===== src/rtl/kmp_pkg.sv =====
// Shared definitions for the KMP stream matcher: request codes, default sizes,
// and the report record passed from the sequencer to the output stage.
// No dependencies.
package kmp_pkg;

    localparam int MAX_PATTERN_DEF   = 64;
    localparam int POSITION_BITS_DEF = 32;
    localparam int BYTE_BITS         = 8;
    localparam int INDEX_BITS        = 32;
    localparam int REQ_BITS          = 2;

    // request codes; the unused code is handled as an end request
    localparam logic [REQ_BITS-1:0] REQ_PATTERN = 2'd0;
    localparam logic [REQ_BITS-1:0] REQ_TEXT    = 2'd1;
    localparam logic [REQ_BITS-1:0] REQ_END     = 2'd2;

    typedef struct packed {
        logic                  valid;
        logic                  found;
        logic [INDEX_BITS-1:0] first_index;
        logic                  overflow;
    } t_report;

endpackage


===== src/rtl/kmp_ram.sv =====
// Generic simple dual-port RAM: one write port, one read port, registered read.
// No dependencies.
module kmp_ram #(
    parameter int WIDTH = 8,
    parameter int DEPTH = 64,
    parameter int AW    = (DEPTH > 1) ? $clog2(DEPTH) : 1
) (
    input  logic             i_clk,
    input  logic             i_we,
    input  logic [AW-1:0]    i_waddr,
    input  logic [WIDTH-1:0] i_wdata,
    input  logic [AW-1:0]    i_raddr,
    output logic [WIDTH-1:0] o_rdata
);

    logic [WIDTH-1:0] r_mem [DEPTH];
    logic [WIDTH-1:0] r_rdata;

    always_ff @(posedge i_clk) begin
        if (i_we) begin
            r_mem[i_waddr] <= i_wdata;
        end
        r_rdata <= r_mem[i_raddr];
    end

    assign o_rdata = r_rdata;

endmodule


===== src/rtl/kmp_seq.sv =====
// Matcher sequencer: builds the failure table for pattern bytes and walks the
// text match through it, one byte compare per cycle. Uses kmp_pkg; drives the
// pattern store and failure table RAMs that live in the top level.
module kmp_seq #(
    parameter int MAX_PATTERN   = kmp_pkg::MAX_PATTERN_DEF,
    parameter int POSITION_BITS = kmp_pkg::POSITION_BITS_DEF,
    parameter int AW            = (MAX_PATTERN > 1) ? $clog2(MAX_PATTERN) : 1,
    parameter int LW            = $clog2(MAX_PATTERN + 1)
) (
    input  logic                           i_clk,
    input  logic                           i_rst_n,
    input  logic                           i_in_valid,
    output logic                           o_in_ready,
    input  logic [kmp_pkg::REQ_BITS-1:0]   i_req_type,
    input  logic [kmp_pkg::BYTE_BITS-1:0]  i_byte_value,
    input  logic                           i_rep_ready,
    output kmp_pkg::t_report               o_rep,
    output logic                           o_st_we,
    output logic [AW-1:0]                  o_st_waddr,
    output logic [kmp_pkg::BYTE_BITS-1:0]  o_st_wdata,
    output logic [AW-1:0]                  o_st_raddr,
    input  logic [kmp_pkg::BYTE_BITS-1:0]  i_st_rdata,
    output logic                           o_ft_we,
    output logic [AW-1:0]                  o_ft_waddr,
    output logic [LW-1:0]                  o_ft_wdata,
    output logic [AW-1:0]                  o_ft_raddr,
    input  logic [LW-1:0]                  i_ft_rdata
);
    import kmp_pkg::*;

    typedef enum logic [1:0] {S_IDLE, S_PAT, S_CMP, S_REPORT} t_state;

    t_state                   r_state, n_state;
    logic [LW-1:0]            r_plen, n_plen;
    logic [LW-1:0]            r_bpl, n_bpl;
    logic [LW-1:0]            r_mlen, n_mlen;
    logic [POSITION_BITS-1:0] r_pos, n_pos;
    logic                     r_seen, n_seen;
    logic [POSITION_BITS-1:0] r_start, n_start;
    logic                     r_open, n_open;
    logic                     r_ovf, n_ovf;
    logic [LW-1:0]            r_k, n_k;
    logic [BYTE_BITS-1:0]     r_byte, n_byte;
    logic                     r_is_text, n_is_text;

    logic [LW-1:0]                       plen_eff;
    logic [LW-1:0]                       text_k;
    logic [LW-1:0]                       k_fin;
    logic [LW-1:0]                       k_m1;
    logic                                eq;
    logic [POSITION_BITS-1:0]            pos_inc;
    logic [POSITION_BITS:0]              pos_p1;
    logic [POSITION_BITS:0]              plen_x;
    logic [POSITION_BITS-1:0]            start_calc;
    logic [POSITION_BITS+INDEX_BITS-1:0] start_wide;

    assign plen_eff   = r_open ? r_plen : '0;
    assign text_k     = (r_mlen >= r_plen) ? '0 : r_mlen;
    assign eq         = (i_st_rdata == r_byte);
    assign k_fin      = eq ? r_k + LW'(1) : '0;
    assign pos_inc    = (r_pos == '1) ? r_pos : r_pos + POSITION_BITS'(1);
    assign pos_p1     = {1'b0, r_pos} + (POSITION_BITS + 1)'(1);
    assign plen_x     = (POSITION_BITS + 1)'(r_plen);
    assign start_calc = (pos_p1 >= plen_x) ? POSITION_BITS'(pos_p1 - plen_x) : '0;
    assign start_wide = {{INDEX_BITS{1'b0}}, r_start};

    // read both RAMs for the compare step of the next cycle
    assign k_m1       = n_k - LW'(1);
    assign o_st_raddr = n_k[AW-1:0];
    assign o_ft_raddr = k_m1[AW-1:0];
    assign o_st_wdata = r_byte;
    assign o_in_ready = (r_state == S_IDLE);

    always_comb begin
        n_state    = r_state;
        n_plen     = r_plen;
        n_bpl      = r_bpl;
        n_mlen     = r_mlen;
        n_pos      = r_pos;
        n_seen     = r_seen;
        n_start    = r_start;
        n_open     = r_open;
        n_ovf      = r_ovf;
        n_k        = r_k;
        n_byte     = r_byte;
        n_is_text  = r_is_text;
        o_st_we    = 1'b0;
        o_st_waddr = plen_eff[AW-1:0];
        o_ft_we    = 1'b0;
        o_ft_waddr = r_plen[AW-1:0];
        o_ft_wdata = k_fin;
        o_rep      = '0;

        case (r_state)
            S_IDLE: begin
                if (i_in_valid) begin
                    n_byte = i_byte_value;
                    case (i_req_type)
                        REQ_PATTERN: begin
                            n_state = S_PAT;
                        end
                        REQ_TEXT: begin
                            n_open = 1'b0;
                            if (!r_seen && r_plen != '0) begin
                                n_k       = text_k;
                                n_is_text = 1'b1;
                                n_state   = S_CMP;
                            end else begin
                                n_pos = pos_inc;
                            end
                        end
                        default: begin
                            n_state = S_REPORT;
                        end
                    endcase
                end
            end
            S_PAT: begin
                // first byte after text or a report starts a new pattern
                if (!r_open) begin
                    n_plen  = '0;
                    n_bpl   = '0;
                    n_ovf   = 1'b0;
                    n_mlen  = '0;
                    n_pos   = '0;
                    n_seen  = 1'b0;
                    n_start = '0;
                    n_open  = 1'b1;
                end
                if (plen_eff >= LW'(MAX_PATTERN)) begin
                    // drop the byte
                    n_ovf   = 1'b1;
                    n_state = S_IDLE;
                end else if (plen_eff == '0) begin
                    o_st_we    = 1'b1;
                    o_ft_we    = 1'b1;
                    o_ft_waddr = '0;
                    o_ft_wdata = '0;
                    n_bpl      = '0;
                    n_plen     = LW'(1);
                    n_state    = S_IDLE;
                end else begin
                    o_st_we   = 1'b1;
                    n_k       = r_bpl;
                    n_is_text = 1'b0;
                    n_state   = S_CMP;
                end
            end
            S_CMP: begin
                if (!eq && r_k != '0) begin
                    // fall back through the failure table
                    n_k = i_ft_rdata;
                end else begin
                    n_state = S_IDLE;
                    if (r_is_text) begin
                        n_mlen = k_fin;
                        if (k_fin == r_plen) begin
                            n_seen  = 1'b1;
                            n_start = start_calc;
                        end
                        n_pos = pos_inc;
                    end else begin
                        o_ft_we = 1'b1;
                        n_bpl   = k_fin;
                        n_plen  = r_plen + LW'(1);
                    end
                end
            end
            S_REPORT: begin
                if (i_rep_ready) begin
                    o_rep.valid       = 1'b1;
                    o_rep.found       = r_seen || (r_plen == '0);
                    o_rep.first_index = r_seen ? start_wide[INDEX_BITS-1:0] : '0;
                    o_rep.overflow    = r_ovf;
                    n_mlen            = '0;
                    n_pos             = '0;
                    n_seen            = 1'b0;
                    n_start           = '0;
                    n_open            = 1'b0;
                    n_state           = S_IDLE;
                end
            end
            default: begin
                n_state = S_IDLE;
            end
        endcase
    end

    always_ff @(posedge i_clk) begin
        if (!i_rst_n) begin
            r_state <= S_IDLE;
            r_plen  <= '0;
            r_bpl   <= '0;
            r_mlen  <= '0;
            r_pos   <= '0;
            r_seen  <= 1'b0;
            r_start <= '0;
            r_open  <= 1'b0;
            r_ovf   <= 1'b0;
        end else begin
            r_state <= n_state;
            r_plen  <= n_plen;
            r_bpl   <= n_bpl;
            r_mlen  <= n_mlen;
            r_pos   <= n_pos;
            r_seen  <= n_seen;
            r_start <= n_start;
            r_open  <= n_open;
            r_ovf   <= n_ovf;
        end
        r_k       <= n_k;
        r_byte    <= n_byte;
        r_is_text <= n_is_text;
    end

`ifndef NO_ASSERTIONS
    a_plen_bound: assert property (@(posedge i_clk) disable iff (!i_rst_n)
        r_plen <= LW'(MAX_PATTERN))
        else $error("pattern length beyond store capacity");

    a_prefix_bound: assert property (@(posedge i_clk) disable iff (!i_rst_n)
        (r_plen != '0) |-> (r_bpl < r_plen))
        else $error("build prefix length not below pattern length");

    a_walk_bound: assert property (@(posedge i_clk) disable iff (!i_rst_n)
        (r_state == S_CMP) |-> (r_k < r_plen))
        else $error("compare index outside stored pattern");

    a_seen_full: assert property (@(posedge i_clk) disable iff (!i_rst_n)
        $rose(r_seen) |-> (r_mlen == r_plen))
        else $error("match flagged without a full match length");
`endif

endmodule


===== src/rtl/kmp_stream_matcher_core.sv =====
// Channel  | valid        | ready        | payload
// ---------+--------------+--------------+------------------------------------------
// in       | i_in_valid   | o_in_ready   | i_req_type, i_byte_value
// out      | o_out_valid  | i_out_ready  | o_found, o_first_index, o_pattern_overflow
//
// Input is taken only when idle. A text byte runs the compare loop on the pattern
// store and failure table read ports, again per fallback (not at all once matched
// or with no pattern); a pattern byte runs it after the pattern state (not the
// first or a dropped byte). An end request waits on a full output register.
// Synchronous active-low reset; the RAMs need no clearing pass.
// Depends on kmp_pkg, kmp_ram, kmp_seq.
module kmp_stream_matcher_core #(
    parameter int MAX_PATTERN   = kmp_pkg::MAX_PATTERN_DEF,
    parameter int POSITION_BITS = kmp_pkg::POSITION_BITS_DEF
) (
    input  logic                            i_clk,
    input  logic                            i_rst_n,
    input  logic                            i_in_valid,
    output logic                            o_in_ready,
    input  logic [kmp_pkg::REQ_BITS-1:0]    i_req_type,
    input  logic [kmp_pkg::BYTE_BITS-1:0]   i_byte_value,
    output logic                            o_out_valid,
    input  logic                            i_out_ready,
    output logic                            o_found,
    output logic [kmp_pkg::INDEX_BITS-1:0]  o_first_index,
    output logic                            o_pattern_overflow
);
    import kmp_pkg::*;

    localparam int AW = (MAX_PATTERN > 1) ? $clog2(MAX_PATTERN) : 1;
    localparam int LW = $clog2(MAX_PATTERN + 1);

    t_report              rep;
    logic                 rep_ready;
    logic                 st_we;
    logic [AW-1:0]        st_waddr;
    logic [BYTE_BITS-1:0] st_wdata;
    logic [AW-1:0]        st_raddr;
    logic [BYTE_BITS-1:0] st_rdata;
    logic                 ft_we;
    logic [AW-1:0]        ft_waddr;
    logic [LW-1:0]        ft_wdata;
    logic [AW-1:0]        ft_raddr;
    logic [LW-1:0]        ft_rdata;

    logic                  r_out_valid;
    logic                  r_out_found;
    logic [INDEX_BITS-1:0] r_out_index;
    logic                  r_out_ovf;

    kmp_seq #(
        .MAX_PATTERN   (MAX_PATTERN),
        .POSITION_BITS (POSITION_BITS),
        .AW            (AW),
        .LW            (LW)
    ) u_seq (
        .i_clk        (i_clk),
        .i_rst_n      (i_rst_n),
        .i_in_valid   (i_in_valid),
        .o_in_ready   (o_in_ready),
        .i_req_type   (i_req_type),
        .i_byte_value (i_byte_value),
        .i_rep_ready  (rep_ready),
        .o_rep        (rep),
        .o_st_we      (st_we),
        .o_st_waddr   (st_waddr),
        .o_st_wdata   (st_wdata),
        .o_st_raddr   (st_raddr),
        .i_st_rdata   (st_rdata),
        .o_ft_we      (ft_we),
        .o_ft_waddr   (ft_waddr),
        .o_ft_wdata   (ft_wdata),
        .o_ft_raddr   (ft_raddr),
        .i_ft_rdata   (ft_rdata)
    );

    kmp_ram #(
        .WIDTH (BYTE_BITS),
        .DEPTH (MAX_PATTERN),
        .AW    (AW)
    ) u_pattern_store (
        .i_clk   (i_clk),
        .i_we    (st_we),
        .i_waddr (st_waddr),
        .i_wdata (st_wdata),
        .i_raddr (st_raddr),
        .o_rdata (st_rdata)
    );

    kmp_ram #(
        .WIDTH (LW),
        .DEPTH (MAX_PATTERN),
        .AW    (AW)
    ) u_failure_table (
        .i_clk   (i_clk),
        .i_we    (ft_we),
        .i_waddr (ft_waddr),
        .i_wdata (ft_wdata),
        .i_raddr (ft_raddr),
        .o_rdata (ft_rdata)
    );

    // output register: load when empty or being drained this cycle
    assign rep_ready = !r_out_valid || i_out_ready;

    always_ff @(posedge i_clk) begin
        if (!i_rst_n) begin
            r_out_valid <= 1'b0;
        end else if (rep.valid) begin
            r_out_valid <= 1'b1;
        end else if (i_out_ready) begin
            r_out_valid <= 1'b0;
        end
        if (rep.valid) begin
            r_out_found <= rep.found;
            r_out_index <= rep.first_index;
            r_out_ovf   <= rep.overflow;
        end
    end

    assign o_out_valid        = r_out_valid;
    assign o_found            = r_out_found;
    assign o_first_index      = r_out_index;
    assign o_pattern_overflow = r_out_ovf;

`ifndef NO_ASSERTIONS
    a_no_overwrite: assert property (@(posedge i_clk) disable iff (!i_rst_n)
        rep.valid |-> (!r_out_valid || i_out_ready))
        else $error("report loaded over an untaken transfer");

    a_index_zero: assert property (@(posedge i_clk) disable iff (!i_rst_n)
        (o_out_valid && !o_found) |-> (o_first_index == '0))
        else $error("index set on a not-found report");

    a_busy_no_report: assert property (@(posedge i_clk) disable iff (!i_rst_n)
        o_in_ready |-> !rep.valid)
        else $error("report issued while taking input");
`endif

endmodule


===== config.mk =====
export PLATFORM = sky130hd
export DESIGN_NAME = kmp_stream_matcher_core
export DESIGN_NICKNAME = d
export VERILOG_FILES = /design/src/rtl/kmp_pkg.sv /design/src/rtl/kmp_ram.sv /design/src/rtl/kmp_seq.sv /design/src/rtl/kmp_stream_matcher_core.sv
export SDC_FILE = /design/constraint.sdc
export NUM_CORES = 1
export LEC_CHECK = 0
export BUFFER_PORTS_ARGS = -buffer_cell sky130_fd_sc_hd__clkbuf_2
export CORE_MARGIN = 1.5
export CORE_UTILIZATION = 50
export CTS_CLUSTER_DIAMETER = 60
export CTS_CLUSTER_SIZE = 40
export DETAILED_ROUTE_END_ITERATION = 6
export PLACE_DENSITY_LB_ADDON = 0.08
export SLEW_MARGIN = 5
export SYNTH_ARGS = -nofsm -noshare
export SYNTH_HDL_FRONTEND = slang
export SYNTH_SLANG_ARGS = --single-unit

===== constraint.sdc =====
create_clock -name i_clk -period 5.7 [get_ports i_clk]
set_clock_uncertainty 0.15 [all_clocks]
set_input_delay 1.425 -clock i_clk [delete_from_list [all_inputs] [get_ports i_clk]]
set_output_delay 1.425 -clock i_clk [all_outputs]
set_load 0.005 [all_outputs]

==> metrics.md, run 1 <==
| Metric | Value |
|---|---|
| First-pass DRT Iterations | 7 |
| Crit. End Element | flop |
| Share of flip-flops with an asynchronous set or reset | 0 |
| Core area | 91800 µm² |
| Critical Path Stages | 11 |
| Crit-path cells | xnor2_1 > nand4_1 > o21bai_2 > mux2_2 > nand3_4 > buf_4 > o21ai_1 > a31oi_1 > nor2_1 > a222oi_1 > nand3_1 |
| Delay-heaviest family, CP | compound AO/OA/AOI/OAI gates |
| # Max-Cap Violations | 0 |
| Reg2Reg Depth | 11 |
| Total CTS buffers | 87 |
| Post-CTS sizing | 0 |
| Worst-Skew Late Latency | 700 ps |
| Status | completed |
| Worst path required time | 6090 ps |
| Buffers on Ports | 49 |
| CP max stage cell | a31oi_1 |
| Max FO, Critical Path | 66 |
| Fin crit share | 0.9280 |
| Synthesized net count | approximately 3100 |
| Most frequent cell after synthesis | edfxtp_1 |
| Setup Buffers After CTS | 0 |
| DRC | 0 |
| Post-synthesis cell type count | 89 |
| Final slew viol count | 0 |
| Slew @ Worst Pin | between 1000 and 1500 ps |
| DRT antenna net count | 0 |
| Primary FF master, synth | edfxtp_1 |
| Synth top cells by count | edfxtp_1, nand2_1, nor2_1 |
| Area overhead of the layout relative to synthesis | 11.02% |
| P_leak | 16.07 nW |
| Seq/Total Area, Yosys | 0.6976 |
| Crit start category | flop |
| WL per Instance | 26.29 µm |
| Initial antenna violation count | 1 |
| CTS clk-pin slew, worst paths | about 80 ps |
| TritonCTS clock tree | yes |
| Mean post-synth cell area | 14.99 µm² |
| First-pass GRT wire length | 175.7 mm |
| Nets | 3194 |
| Crit path DAT | 5680 ps |
| Cell row count | 111 |
| H-tree depth | 3 |
| PwrDens | 439.6 nW/µm² |
| WS Path Type | reg -> reg |
| Overflow after GRT | 0 |
| Layout cells sized above 1 | 0.1675 |
| Area contributors post-synth | edfxtp_1, mux4_2, dfxtp_1 |
| Max incr delay on CP | 650 ps |
| Avg Vias per Cell | ~6.1 |
| CTS root buf | clkbuf_16 |
| Fmax | 189.1 MHz |
| Leading area contributor after synthesis | edfxtp_1 |
| DR iter-0 viols | 3121 |
| Final min period | 5290 ps |
| Clk buf depth | 3 |
| Die height | 307.7 µm |
| Pin count of the biggest net entering global routing | 67 |
| DP HPWL | 75.44 mm |
| Post-Syn Area | approximately 46000 µm² |
| N_diodes | 0 |
| Sinks on Clock Net | about 1100 |
| Maximum vdd drop | 0.2966 mV |
| CTS Hold Bufs | 0 |
| Number of global-route vias before repair | 26710 |
| Final Hold Viols | 0 |
| Synth warn | 0 |
| Top cell type's share of synthesized area | 0.6493 |
| GR Util All Layers | 0.2504 |
| EDFF count, synth | 1004 |
| Drt total wl | between 100 and 150 mm |
| DR vias | about 27000 |
| Worst rel slew slack | 0.1978 |
| Fillers | 7242 |
| Num ports | 50 |
| Setup TNS | 0 ps |
| GPL Wtd Cong | 0.9162 |
| Die ar. | roughly 95000 µm² |
| Die Width | approximately 300 µm |
| Worst min path class | reg -> reg |
| Hold depth | 1 |
| Buffers & Inverters on Critical Path | 1 |
| Unrepaired setup endpoints after global routing | no |
| Hold_ws | 325.7 ps |
| Seq cells post-synth | 1116 |
| Initial core utilization | 0.5058 |
| Final setup fails | 0 |
| Gate Count Post-Synth | 3097 |
==> metal layers <==
metal  up-vias  part of all wire  global-route usage
met5         -                 0                   0
met4         0             0.027             0.06793
met3       183             0.083             0.05120
met2      1109              0.46              0.3838
met1     13910              0.43              0.3653
li1      12160                 -                   -
==> kinds of logic (layout without fill, tap and decap cells) <==
kind of cell    after synthesis  in the layout  share of synthesized area
compound gates              498            498                    0.07241
xor+xnor                     75             75                    0.01415
fa+ha+maj                    25             25                   0.006898
buf+inv                     215            347                    0.02131
flops                      1116           1116                     0.6976
mux                         295            295                    0.09555
simple gates                873            873                    0.09208
==> through the flow <==
step | worst slack, ps | cell area [µm²] | total power [mW] | utilization | std cells
4_1_cts | 445.9 | 51550 | 22.73 | 0.5615 | 4472
5_1_grt | 217.6 | 51550 | 23.46 | 0.5615 | 4472
3_3_place_gp | 210.3 | 48400 | 16.10 | 0.5272 | 4309
6_report | 410.5 | 51550 | 22.66 | 0.5615 | 4472
2_1_floorplan | 258.2 | 46430 | 13.85 | - | 3097
3_5_place_dp | 207.4 | 48400 | 16.16 | 0.5272 | 4309
==> area by class of cell <==
class                      instances  area [µm²]  area share
sequential                      1116       32390      0.6284
multi-input combinational       1766       13150      0.2552
clock buffer                      92        2217     0.04301
tap                             1243        1555     0.03017
timing repair buffer             152        1169     0.02267
clock inverter                    71       934.6     0.01813
inverter                          32       128.9    0.002500
==> where the power goes <==
group	switching [mW]	internal (mW)	total (mW)	leakage (nW)
registers	0.136	9.22	9.36	9.11
clock network	3.33	3.30	6.63	1.52
logic	4.28	2.39	6.67	5.45
total	7.74	14.9	22.7	16.1
==> cells in the final DEF, fill, tap and decap left out, drive strengths merged, types with 19 or more instances in the layout <==
cell,instances
o22ai,52
a21oi,164
o31ai,41
o21ai,61
mux2i,117
edfxtp,1004
and3,19
mux2,66
clkinv,26
clkbuf,141
and2,66
nor2,204
nor2b,35
dfxtp,112
xor2,25
nand4,43
nor3,50
nor4,32
xnor2,50
inv,68
mux4,112
nand3,59
a22o,31
buf,103
ha,24
nand2,290
==> sequential cells by signal (all words and copies together) (netlist names), 8 cells and up <==
name / cells
u_seq.r_pos: 32
u_pattern_store.r_mem: 512
o_first_index: 32
u_failure_table.r_mem: 448
u_seq.r_start: 32
u_seq.o_st_wdata: 8
u_pattern_store.o_rdata: 8
==> worst paths after layout <==
check                                                  end  slack, ps           startpoint
worst max register to register  u_failure_table.o_rdata[3]        410  u_seq.o_st_wdata[2]
worst max-delay path            u_failure_table.o_rdata[3]        410  u_seq.o_st_wdata[2]
worst min register to register           u_seq.r_start[27]        330    u_seq.r_start[27]
worst min-delay path                     u_seq.r_start[27]        330    u_seq.r_start[27]
No activity file was read; power rests on OpenSTA's default activity.
==> inputs of run 2 (changes only) <==
- CORE_UTILIZATION: 50 -> 25
==> run 2 against run 1 <==
Compared with the run above: wire length grew 22%; sequential power barely moved; first-iteration DRC count is 25% lower; combinational power grew 11%; global-route usage is 9.8 points lower; critical endpoint is now u_pattern_store.o_rdata[5].
==> metrics.md, run 2 (synthesis results as in run 1) <==
| Metric | Value |
|---|---|
| Status | completed |
| Buffers on Ports | 49 (unchanged) |
| GPL Wtd Cong | 0.8204 (-10%) |
| Clk buf depth | 3 (unchanged) |
| Crit path DAT | 5740 ps (+60 ps) |
| Reg2Reg Depth | 14 (+3) |
| WL per Instance | 24.70 µm (-6.1%) |
| CTS root buf | clkbuf_16 |
| CTS clk-pin slew, worst paths | 70 ps (about the same) |
| Die ar. | 188300 µm² (+99%) |
| Avg Vias per Cell | 4.712 (-23%) |
| Buffers & Inverters on Critical Path | 4 (+3) |
| Unrepaired setup endpoints after global routing | no |
| Post-layout util | 0.2971 (-0.2644) |
| DP Cell Count | 5602 (+30%) |
| Layout cells sized above 1 | 0.2008 (+0.03329) |
| Worst min path class | reg -> reg |
| Crit-path cells | xnor2_1 > nand4_1 > o21bai_2 > mux2_2 > nand3_4 > inv_8 > buf_12 > mux2_2 > a2111oi_0 > buf_4 > nor4b_1 > buf_4 > a211o_1 > o31ai_1 |
| # Max-Cap Violations | 0 (unchanged) |
| DRC | 0 (unchanged) |
| Critical Path Stages | 14 (+3) |
| Flop-to-flop setup slack | 440 ps (+30 ps) |
| Pin count of the biggest net entering global routing | 73 (+9.0%) |
| Area overhead of the layout relative to synthesis | 17.66% |
| Worst hold endpoint | u_seq.r_start[22] |
| Final Hold Viols | 0 (unchanged) |
| Setup TNS | 0 ps (unchanged) |
| Worst rel slew slack | 0.1931 (-0.004726) |
| Die Width | 434.0 µm (+41%) |
| Post-CTS sizing | 0 (unchanged) |
| CP max stage cell | mux2_2 |
| Total CTS buffers | 118 (+36%) |
| Worst-Skew Late Latency | 780 ps (+80 ps) |
| R2R Path Start | u_seq.o_st_wdata[0] |
| Delay-heaviest family, CP | multiplexers |
| DR iter-0 viols | 2341 (-25%) |
| Worst hold path startpoint | u_seq.r_start[22] |
| Largest Register | u_pattern_store.r_mem |
| CTS Hold Bufs | 0 (unchanged) |
| Most common cell after layout, fill and taps aside | edfxtp_1 |
| Crit. End Element | flop |
| H-tree depth | 3 (unchanged) |
| DR vias | 27460 (+0.36%) |
| DP HPWL | 94.88 mm (+26%) |
| Drt total wl | 143.9 mm (+22%) |
| WS Path Type | reg -> reg |
| Core area | 183900 µm² (+100%) |
| PwrDens | 457.2 nW/µm² (+4.0%) |
| Nets | 3297 (+3.2%) |
| Reg-to-reg endpoint | u_pattern_store.o_rdata[5] |
| Worst path required time | 6190 ps (+100 ps) |
| Number of global-route vias before repair | 28410 (+6.4%) |
| Fmax | 190.2 MHz (+0.63%) |
| Crit start category | flop |
| Slew @ Worst Pin | 1210 ps (+30.43 ps) |
| Die height | 434.0 µm (+41%) |
| Setup Buffers After CTS | 0 (unchanged) |
| First-pass GRT wire length | 207.0 mm (+18%) |
| TritonCTS clock tree | yes |
| Biggest regs | u_pattern_store.r_mem x512, u_failure_table.r_mem x448 |
| Cell row count | 157 (+41%) |
| Maximum vdd drop | 0.3205 mV (+8.1%) |
| Overflow after GRT | 0 (unchanged) |
| Final setup fails | 0 (unchanged) |
| Number of flip-flops in the largest register | 512 (unchanged) |
| P_leak | 16.91 nW (+5.2%) |
| Initial core utilization | 0.2525 (-0.2533) |
| DRT antenna net count | 0 (unchanged) |
| Sinks on Clock Net | 1116 (unchanged) |
| Final Non-Filler Cells | 5827 (+30%) |
| Most frequent cells in the layout | edfxtp_1, nand2_1, nor2_1 |
| Final min period | 5256 ps (-33.06 ps) |
| First-pass DRT Iterations | 5 (-2) |
| Fin crit share | 0.9222 (-0.005799) |
| Max incr delay on CP | 720 ps (+70 ps) |
| Initial antenna violation count | 7 (+6) |
| Num ports | 50 (unchanged) |
| Max FO, Critical Path | 57 (-14%) |
| Hold depth | 1 (unchanged) |
| Final slew viol count | 0 (unchanged) |
| GR Util All Layers | 0.1525 (-0.09789) |
==> run 2: power breakdown <==
| group | internal, mW | leakage [nW] | switching, mW | total [mW] |
|---|---|---|---|---|
| Sequential | 9.23 | 9.11 | 0.153 | 9.38 |
| Clock | 4.42 | 2.02 | 3.77 | 8.19 |
| Combinational | 2.68 | 5.79 | 4.72 | 7.40 |
| Total | 16.3 | 16.9 | 8.64 | 25.0 |
==> run 2: worst max path at each step <==
stage	start	to	slack (ps)
final	u_seq.o_st_wdata[0]	u_pattern_store.o_rdata[5]	440
after global routing	u_seq.o_st_wdata[2]	u_pattern_store.o_rdata[1]	140
after CTS	u_seq.o_st_wdata[1]	u_pattern_store.o_rdata[5]	340
after detailed placement	i_req_type[1]	u_pattern_store.o_rdata[5]	100
after global placement	i_req_type[1]	u_pattern_store.o_rdata[6]	70
after floorplan	i_req_type[1]	u_failure_table.o_rdata[2]	260
==> run 2: stage by stage <==
| step | hold WS [ps] | power, mW | setup WS (ps) | area, µm² |
|---|---|---|---|---|
| 6_report | 322.4 | 24.98 | 443.5 | 54630 |
| 5_1_grt | 338.7 | 26.07 | 136.7 | 54630 |
| 4_1_cts | 324.9 | 25.39 | 344.0 | 54620 |
| 3_5_place_dp | 309.5 | 17.11 | 100.8 | 50470 |
| 3_3_place_gp | 308.9 | 17.09 | 71.01 | 50470 |
| 2_1_floorplan | 283.7 | 13.85 | 258.2 | 46430 |
==> run 2: cell type report <==
cell class / count / area (µm²)
repair buffers: 224 / 1659
clock inverters: 101 / 1169
diodes: 2 / 5.005
flip-flops and latches: 1116 / 32390
well taps: 2464 / 3083
fillers: 18360 / 129200
inverters: 32 / 128.9
multi-input cells: 1766 / 13210
clock buffers: 122 / 2989
==> run 2: per-layer routing <==
layer,global-route usage,vias to the layer above,share of wire
met2,0.2497,718,0.47
li1,-,12410,-
met1,0.2087,14140,0.45
met3,0.02176,190,0.047
met5,0,-,0
met4,0.04534,0,0.026
